$ cat config.mk
export PLATFORM = sky130hd
export DESIGN_NAME = lc3is_reg_file
export DESIGN_NICKNAME = d
export VERILOG_FILES = /design/src/hdl/lc3is_pkg.sv /design/src/hdl/lc3is_reg_file.sv
export SDC_FILE = /design/constraint.sdc
export NUM_CORES = 1
export LEC_CHECK = 0
export ABC_AREA = 1
export BUFFER_PORTS_ARGS = -buffer_cell sky130_fd_sc_hd__buf_2
export CAP_MARGIN = 10
export CORE_ASPECT_RATIO = 0.7
export CORE_UTILIZATION = 45
export DETAILED_ROUTE_END_ITERATION = 8
export PLACE_DENSITY = 0.68
export SLEW_MARGIN = 0
export SYNTH_ARGS = -nofsm -noshare
export SYNTH_HDL_FRONTEND = slang
export SYNTH_SLANG_ARGS = --single-unit
$ cat constraint.sdc
create_clock -name aclk -period 1.6 [get_ports aclk]
set_input_delay 0 -clock aclk [delete_from_list [all_inputs] [get_ports aclk]]
set_output_delay 0 -clock aclk [all_outputs]
set_load 0.01 [all_outputs]
$ cat src/hdl/lc3is_pkg.sv
// ----------------------------------------------------------------------------
// lc3is_pkg: shared types and constants for the LC-3 style step core
// Opcodes, item kinds, condition-code encodings, sign extension helpers
// and the request structs passed between the core and its storage.
// ----------------------------------------------------------------------------
package lc3is_pkg;

    localparam int unsigned WORD_W            = 16;
    localparam int unsigned RF_DEPTH          = 8;
    localparam int unsigned RF_AW             = 3;
    localparam int unsigned CC_W              = 3;
    localparam int unsigned MEM_WORDS_DEFAULT = 65536;

    localparam logic [WORD_W-1:0] START_PC_RESET = 16'h3000;
    localparam logic [7:0]        TRAP_HALT_VEC  = 8'h25;
    localparam logic [RF_AW-1:0]  LINK_REG       = 3'd7;

    // N/Z/P flags
    localparam logic [CC_W-1:0] CC_NEG  = 3'b100;
    localparam logic [CC_W-1:0] CC_ZERO = 3'b010;
    localparam logic [CC_W-1:0] CC_POS  = 3'b001;

    typedef enum logic [3:0] {
        OP_BR   = 4'd0,
        OP_ADD  = 4'd1,
        OP_LD   = 4'd2,
        OP_ST   = 4'd3,
        OP_JSR  = 4'd4,
        OP_AND  = 4'd5,
        OP_LDR  = 4'd6,
        OP_STR  = 4'd7,
        OP_RTI  = 4'd8,
        OP_NOT  = 4'd9,
        OP_LDI  = 4'd10,
        OP_STI  = 4'd11,
        OP_JMP  = 4'd12,
        OP_RSV  = 4'd13,
        OP_LEA  = 4'd14,
        OP_TRAP = 4'd15
    } opcode_t;

    typedef enum logic [1:0] {
        KIND_MEM_WR = 2'd0,
        KIND_REG_WR = 2'd1,
        KIND_EXEC   = 2'd2
    } kind_t;

    // word memory request (address wraps to the memory depth inside)
    typedef struct packed {
        logic              en;
        logic              we;
        logic [WORD_W-1:0] addr;
        logic [WORD_W-1:0] wdata;
    } mem_req_t;

    // register file write port
    typedef struct packed {
        logic              we;
        logic [RF_AW-1:0]  addr;
        logic [WORD_W-1:0] data;
    } rf_wr_t;

    // register file read request, two ports
    typedef struct packed {
        logic             en;
        logic [RF_AW-1:0] addr_a;
        logic [RF_AW-1:0] addr_b;
    } rf_rd_t;

    function automatic logic [CC_W-1:0] cc_of(input logic [WORD_W-1:0] v);
        logic [CC_W-1:0] cc;
        if (v == '0) begin
            cc = CC_ZERO;
        end else if (v[WORD_W-1]) begin
            cc = CC_NEG;
        end else begin
            cc = CC_POS;
        end
        return cc;
    endfunction

    function automatic logic [WORD_W-1:0] sext5(input logic [WORD_W-1:0] ins);
        return {{11{ins[4]}}, ins[4:0]};
    endfunction

    function automatic logic [WORD_W-1:0] sext6(input logic [WORD_W-1:0] ins);
        return {{10{ins[5]}}, ins[5:0]};
    endfunction

    function automatic logic [WORD_W-1:0] sext9(input logic [WORD_W-1:0] ins);
        return {{7{ins[8]}}, ins[8:0]};
    endfunction

    function automatic logic [WORD_W-1:0] sext11(input logic [WORD_W-1:0] ins);
        return {{5{ins[10]}}, ins[10:0]};
    endfunction

endpackage

$ cat src/hdl/lc3is_reg_file.sv
// ----------------------------------------------------------------------------
// lc3is_reg_file: general register file
// Eight words, two registered read ports, one write port. Per-entry valid
// bits cleared by reset make unwritten registers read as zero.
// ----------------------------------------------------------------------------
module lc3is_reg_file (
    input  logic                          aclk,
    input  logic                          aresetn,
    input  lc3is_pkg::rf_rd_t             rd,
    input  lc3is_pkg::rf_wr_t             wr,
    output logic [lc3is_pkg::WORD_W-1:0]  rdata_a,
    output logic [lc3is_pkg::WORD_W-1:0]  rdata_b
);

    logic [lc3is_pkg::WORD_W-1:0]   mem [lc3is_pkg::RF_DEPTH];
    logic [lc3is_pkg::RF_DEPTH-1:0] valid_reg;
    logic [lc3is_pkg::WORD_W-1:0]   data_a_reg;
    logic [lc3is_pkg::WORD_W-1:0]   data_b_reg;
    logic                           vld_a_reg;
    logic                           vld_b_reg;

    // valid bits and read-side valid flags
    always_ff @(posedge aclk) begin
        if (!aresetn) begin
            valid_reg <= '0;
            vld_a_reg <= 1'b0;
            vld_b_reg <= 1'b0;
        end else begin
            if (wr.we) begin
                valid_reg[wr.addr] <= 1'b1;
            end
            if (rd.en) begin
                vld_a_reg <= valid_reg[rd.addr_a];
                vld_b_reg <= valid_reg[rd.addr_b];
            end
        end
    end

    // storage and registered read data
    always_ff @(posedge aclk) begin
        if (wr.we) begin
            mem[wr.addr] <= wr.data;
        end
        if (rd.en) begin
            data_a_reg <= mem[rd.addr_a];
            data_b_reg <= mem[rd.addr_b];
        end
    end

    assign rdata_a = vld_a_reg ? data_a_reg : '0;
    assign rdata_b = vld_b_reg ? data_b_reg : '0;

endmodule

-- Word level (Yosys, flattened, before mapping)
Memory sizes are Yosys's and may differ from the RTL's. A register that Yosys moved wholly into a read port is not among the register bits.
Cells that the tools add are included.
- register bits: 10
- memory bits (writable): 128
- bits of input ports: 29
- output and inout port bits: 32
- word-level logic and storage cells: 20
- memories: 1
- memories (name ; words ; width ; rd ports ; clocked after memory_dff ; write ports ; line ; source):
    mem ; 8 ; 16 ; 2 ; 2 ; 1 ; lc3is_reg_file.sv:15 ; logic [lc3is_pkg::WORD_W-1:0] mem [lc3is_pkg::RF_DEPTH];
- $lt $le $gt $ge: 4
- multiplexer cells: 10
- bitwise logic cells: 1
- reductions and logical operators: 1
- operator list (kind ; count):
    $mux 16 ; 2
    $lt 3x4->1 const B ; 3
    $or 8x8->8 ; 1
    $bmux 1 s3 ; 2
    $mux 1 ; 5
    $demux 1 s3 ; 1
    $ge 3x1->1 const B ; 1
    $logic_and 1x1->1 ; 1

-- Longest topological paths before layout
Gate-level depths: netlist (run 1).
- depth after elaboration: 5
- mapped depth: 7

-- Least setup slack after synthesis (run 1)
OpenSTA, ideal clock, no wires.
- path kind: input-to-reg
- from: in wr[17] (netlist name)
- to: mem mem[2][0] (netlist name) (enable)
- arrival: 896 ps
- data required time: 1210 ps
- slack: 314 ps
- stages: 4
- buffers on the path: 0
- cells stage by stage: inv_1 > nor2_1 > inv_1 > nor2_1
- RTL lines (item ; line ; source):
    from (decl) ; lc3is_reg_file.sv:10 ; input lc3is_pkg::rf_wr_t wr,
    to (decl) ; lc3is_reg_file.sv:15 ;
No word-level cell before the write port.

-- Final worst setup path (run 1)
- from: reg vld_a_reg
- to: out rdata_a[13] (netlist name)
- cells in the longest elaborated chain, start to end: 1
- ends and longest elaborated chain (item ; line ; source):
    from (decl) ; lc3is_reg_file.sv:19 ; logic vld_a_reg;
    from (signal assigned) ; lc3is_reg_file.sv:33 ; vld_a_reg <= valid_reg[rd.addr_a];
    $mux 16 ; lc3is_reg_file.sv:50 ; assign rdata_a = vld_a_reg ? data_a_reg : '0;
    to (decl) ; lc3is_reg_file.sv:11 ; output logic [lc3is_pkg::WORD_W-1:0] rdata_a,
No other way between the ends.

==> results of run 1 <==
placed cells by master, fill, tap and decap left out, types with 4 or more instances in the layout:
cell / netlist / routed
buf_4: 8 / 22
o21ai_0: 113 / 113
nor2_2: 0 / 4
clkinv_1: 2 / 6
buf_2: 18 / 60
dfxtp_1: 10 / 10
nand3_1: 12 / 12
edfxtp_1: 160 / 160
buf_12: 0 / 4
inv_1: 80 / 80
dlygate4sd3_1: 0 / 17
nand2_1: 149 / 149
clkbuf_16: 0 / 17
o21ai_1: 81 / 81
nor2_1: 91 / 87
a21oi_1: 66 / 66
routing by layer:
layer / track usage / up-vias / share of wire
met5: 0 / - / 0
met3: 0.0693 / 26 / 0.10
met2: 0.328 / 288 / 0.42
met4: 0.0742 / 0 / 0.017
li1: - / 2910 / -
met1: 0.317 / 2779 / 0.46
cells in the mapped netlist (all sizes together):
| master | instances | share of area |
|---|---|---|
| inv | 82 | 0.039 |
| nand3 | 12 | 0.0075 |
| nand2 | 149 | 0.070 |
| o21ai | 194 | 0.12 |
| a21oi | 66 | 0.041 |
| clkbuf | 9 | 0.0047 |
| edfxtp | 160 | 0.60 |
| dfxtp | 10 | 0.025 |
| clkinv | 2 | 0.00094 |
| nor2 | 91 | 0.043 |
| buf | 43 | 0.043 |
how the worst max path moves through the flow:
stage               cells past startpoint       from       endpoint
CTS                                     3  vld_a_reg    rdata_a[13]
finish                                  3  vld_a_reg    rdata_a[13]
global placement                        7      rd[0]  data_b_reg[6]
global route                            3  vld_a_reg    rdata_a[13]
detailed placement                      7      rd[0]  data_b_reg[6]
floorplan                               4     wr[17]      mem[2][0]
kinds of logic (layout without fill, tap and decap cells):
kind of cell           after synthesis  in the layout  share of synthesized area
flip-flops                         170            170                      0.628
AND/OR/NAND/NOR                    252            252                      0.121
AO/OA/AOI/OAI                      260            260                      0.163
buffers and inverters              136            218                     0.0878
where the power goes:
part	internal, mW	switching [mW]	leakage (nW)
registers	5.08	0.101	1.56
logic	0.319	0.623	1.92
clock network	2.25	1.59	0.260
worst max-delay path, cell delays in order (launching register included):
cell and delay [ns]:
dfxtp_1 0.66, nand2_1 0.12, inv_1 0.07, buf_2 0.12
final cells by class:
type / instances / area [um2]
fillers: 1531 / 8070
clock buffers: 20 / 437
flip-flops and latches: 170 / 5000
inverters: 84 / 320
multi-input cells: 512 / 2270
clock inverters: 11 / 105
well taps: 231 / 289
repair buffers: 103 / 716
stage by stage:
stage          instances  hold slack [ns]
2_1_floorplan        818           0.0935
3_3_place_gp        1083            0.274
3_5_place_dp        1083            0.274
4_1_cts             1131            0.122
5_1_grt             1131            0.160
6_report            1131            0.131
==> impl_metrics.tcl, run 1 <==
set metrics [dict create \
    hp-class "input port to flip-flop" \
    ctsHoldBuffers 17 \
    timing.setup.tns_ns 0 \
    post_drt_wl_per_cell_um 17.2 \
    layout_setup_ws_ns 0.205 \
    setup_viol 0 \
    grt_pass1_wl_mm 30.3 \
    vdd_drop_max_mv 0.646 \
    end_kind "output pin" \
    cts-resized-gates 0 \
    p_per_area_nw_per_um2 1090 \
    p_leak_nw 3.74 \
    drc 0 \
    criticalPathCategory "flip-flop to output pin" \
    ys_warn_count 0 \
    dr_total_vias 6003 \
    r2r_slack_ns 0.40 \
    status "finished, final reports clean" \
    synth_area_um2 7970 \
    syn_nets 847 \
    grt_pass1_vias 5335 \
    worstMarginPinSlew_ns 0.537 \
    crit_required_ns 1.60 \
    r2r-start "mem[5][5]" \
    min_to "data_a_reg[4]" \
    clkTransAtPathRegs_ns 0.06 \
    largest_register_ff_count 128 \
    drive_gt1_frac 0.129 \
    rsz0062_at_grt "no" \
    htree_levels 4 \
    finalClockSkew_ns 0.00888 \
    dieArea_um2 18200 \
    crit_fanout 17 \
    hold_viol 0 \
    io_pins 61 \
    netlist_instances 818 \
    maxCapViolations 0 \
    first_pass_iters 5 \
    root_buffer "clkbuf_16" \
    dpl_cell_area_um2 8430 \
    core_um2 17200 \
    fin_util 0.531 \
    die_y_um 113 \
    preCtsSetupSlack_ns 0.401 \
    post-dp-hpwl_mm 11.7 \
    portBuffers 60 \
    fin_crit_ns 1.39 \
    initialDrtViolationCount 613 \
    drv_slew 0 \
    ys_ff_latch 170 \
    arrival_ns 1.39 \
    std_cell_rows 40 \
    avgSynthCellArea_um2 9.74 \
    ys_seq_area_frac 0.628 \
    clk_path_buf_depth 2 \
    min_from "rd[5]" \
    n_antenna_cell 0 \
    antenna_left 0 \
    clk-insertion-delay-late_ns 0.43 \
    place.gp.congestion 0.821 \
    stdcell_area_um2 9140 \
    initial_core_util 0.463 \
    clock.fmax_mhz 717 \
    period_share 0.872 \
    rr_worst_depth 6 \
    numClockSinks 170 \
    die_x_um 161 \
    area_delta_synth_final_pct 14.8 \
    ys_types 17 \
    cts_setup_buffers 0 \
    slew_headroom 0.642 \
    final_nets 917 \
    r2r-end "data_b_reg[5]" \
    cts_made_buffers 17 \
    worstHoldPathCells 5 \
    grt-ovfl-total 0 \
    cp-start-kind "flip-flop" \
    power_mw 9.96 \
    grt_max_degree 68 \
    routed_wl_mm 19.5 \
    post_drt_via_cell_ratio 5.31 \
    grt_usage 0.224 \
    antenna_found_initial 0 \
    cts_tree "built" \
]
No activity file was read; power rests on OpenSTA's default activity.
==> inputs of run 2 (changes only) <==
--- a/config.mk
+++ b/config.mk
@@ -5,7 +5,7 @@
 export SDC_FILE = /design/constraint.sdc
 export NUM_CORES = 1
 export LEC_CHECK = 0
-export ABC_AREA = 1
+export ABC_AREA = 0
 export BUFFER_PORTS_ARGS = -buffer_cell sky130_fd_sc_hd__buf_2
 export CAP_MARGIN = 10
 export CORE_ASPECT_RATIO = 0.7
==> run 2 against run 1 <==
  * Worst setup slack lost 0.095 ns
  * Clock skew fell by 0.0018 ns
  * Critical path depth unchanged
  * Sequential power is 0.8% lower
  * Critical path type unchanged
  * Largest cell class unchanged
  * Largest power group unchanged
==> impl_metrics.tcl, run 2 <==
set metrics [dict create \
    internal_power_mw 7.95 \
    fin_cells 690 \
    final_nets 481 \
    initialDrtViolationCount 235 \
    antenna_left 0 \
    synth_top_family_by_area "multiplexers" \
    stdcell_area_um2 9110 \
    final_cell_mix "edfxtp_1 (160), mux4_1 (64), buf_2 (60)" \
    criticalPathCategory "flip-flop to output pin" \
    portBuffers 60 \
    fin_util 0.552 \
    cts_tree "built" \
    grt-ovfl-total 0 \
    r2r-end "data_a_reg[15]" \
    hp-class "input port to flip-flop" \
    io_pins 61 \
    synth_top_cell_by_area "edfxtp_1" \
    first_pass_iters 4 \
    synth-main-ff-cell "edfxtp_1" \
    period_share 0.931 \
    largest_register_ff_count 128 \
    clk-insertion-delay-late_ns 0.42 \
    area_delta_synth_final_pct 18.8 \
    drc 0 \
    ys_warn_count 0 \
    dr_total_vias 3855 \
    routed_wl_mm 15.6 \
    grt_max_degree 37 \
    end_kind "output pin" \
    power_mw 10.1 \
    post_drt_wl_per_cell_um 22.6 \
    die_y_um 111 \
    grt_pass1_wl_mm 23.6 \
    met1_usage 0.255 \
    drive_gt1_frac 0.316 \
    slew_headroom 0.763 \
    use_met3 0.0453 \
    timing.setup.tns_ns 0 \
    crit_required_ns 1.60 \
    cp-startpoint "vld_a_reg" \
    synth_xor_area_frac 0 \
    crit_buf_inv 2 \
    crit_fanout 8 \
    synth.top_cell.area_share 0.627 \
    r2r-start "mem[2][15]" \
    syn_nets 385 \
    synth_area_um2 7660 \
    clkTransAtPathRegs_ns 0.07 \
    n_antenna_cell 0 \
    cp-start-kind "flip-flop" \
    clk_path_buf_depth 2 \
    slowest_delay_ns 0.52 \
    std_cell_rows 39 \
    p_leak_nw 3.33 \
    netlist_instances 356 \
    path_cells "buf_4 > and2_1 > buf_2" \
    fin_crit_ns 1.49 \
    numClockSinks 170 \
    grt_usage 0.190 \
    die_x_um 158 \
    synth-compound-area-share 0.0104 \
    synth_commonest_cells "edfxtp_1 (160), mux4_1 (64), and2_1 (32), mux2_2 (32), clkbuf_1 (13)" \
    final_common_cell "edfxtp_1" \
    cts_setup_buffers 0 \
    crit_family "flip-flops" \
    post-dp-hpwl_mm 9.12 \
    synthSimpleGateAreaFrac 0.0338 \
    dp.cells 641 \
    dpl_cell_area_um2 8340 \
    finalClockSkew_ns 0.00711 \
    rr_worst_depth 2 \
    met2_usage 0.316 \
    p_switching_mw 2.11 \
    preCtsSetupSlack_ns 0.106 \
    busiest_layer "met2" \
    place.gp.congestion 0.705 \
    worstMarginPinSlew_ns 0.355 \
    clock.fmax_mhz 671 \
    arrival_ns 1.49 \
    status "finished, final reports clean" \
    avgSynthCellArea_um2 21.5 \
    yosys.area_share.adder 0 \
    vdd_drop_max_mv 0.650 \
    p_clk_frac 0.413 \
    setup_viol 0 \
    dieArea_um2 17600 \
    core_um2 16500 \
    endpoint "rdata_a[4]" \
    rsz0062_at_grt "no" \
    post_drt_via_cell_ratio 5.59 \
    hold_viol 0 \
    grt_pass1_vias 4043 \
    synth_area_leaders "edfxtp_1 (63%), mux4_1 (22%), mux2_2 (4.7%)" \
    layout_setup_ws_ns 0.110 \
    initial_core_util 0.465 \
    cp.depth 3 \
    maxCapViolations 0 \
    muxShareOfSynthArea 0.283 \
    ys_seq_area_frac 0.653 \
    p_per_area_nw_per_um2 1100 \
    cts_made_buffers 17 \
    root_buffer "clkbuf_16" \
    fillCellCount 1293 \
    ys_ff_latch 170 \
    slowest_stage "dfxtp_1" \
    ys_types 18 \
    comb_power_share 0.077 \
    synthArstFlopShare 0 \
    r2r_slack_ns 0.15 \
    drv_slew 0 \
    holdWs_ns 0.0625 \
    htree_levels 4 \
    p_seq_frac 0.511 \
    antenna_found_initial 0 \
    swShare 0.210 \
    synth_edf_count 160 \
    yosysMostFrequentCell "edfxtp_1" \
]
run 2: cell types whose count changed in the layout (fill, tap and decap cells not counted), moves of 32 or more:
cell     previous run  this run
nand2_1           149         2
o21ai_0           113         2
nor2_1             87         6
o21ai_1            81         0
inv_1              80         0
a21oi_1            66         2
mux4_1              0        64
and2_1              0        32
mux2_2              0        32
run 2: layer usage:
metal  vias up  wire [um]
met5         -          0
li1       1733          -
met3        12        770
met4         0        116
met1      2028       6750
met2        82       7980
run 2: worst reg2reg max path, delay by kind of cell (launching register included):
family | cells | cell delay, ns
mux | 2 | 0.80
flops | 1 | 0.40
run 2: final cells by class:
class	count	area [um2]	share of cell area
Clock buffer	18	429	0.0471
Clock inverter	14	171	0.0188
Multi-Input combinational cell	163	2520	0.276
Sequential cell	170	5000	0.549
Tap cell	225	282	0.0309
Timing Repair Buffer	100	706	0.0775
run 2: timing repair:
item                      4_1_cts  5_1_grt
hold buffers                   17        0
resized for setup               0        0
hold endpoints to repair      138        0
run 2: cell families (layout without fill, tap and decap cells):
family                 after synthesis  count (layout)
AO/OA/AOI/OAI                       12              12
AND/OR/NAND/NOR                     45              45
flip-flops                         170             170
multiplexers                       106             106
buffers and inverters               23             132
run 2: how the worst min path moves through the flow:
stage	from	end	depth (start not counted)
2_1_floorplan	rd[6]	vld_a_reg	1
3_3_place_gp	wr[5]	mem[7][5]	1
3_5_place_dp	wr[7]	mem[1][7]	1
4_1_cts	rd[6]	vld_a_reg	3
5_1_grt	rd[6]	data_a_reg[15]	2
6_report	rd[6]	data_a_reg[15]	2
run 2: power groups by stage:
stage | Combinational, mW | Clock (mW) | Sequential, mW
finish | 0.772 | 4.15 | 5.14
global route | 0.832 | 4.40 | 5.15
CTS | 0.784 | 4.21 | 5.14
detailed placement | 0.747 | 0 | 5.24
global placement | 0.726 | 0 | 5.22
floorplan | 0.476 | 0 | 5.21
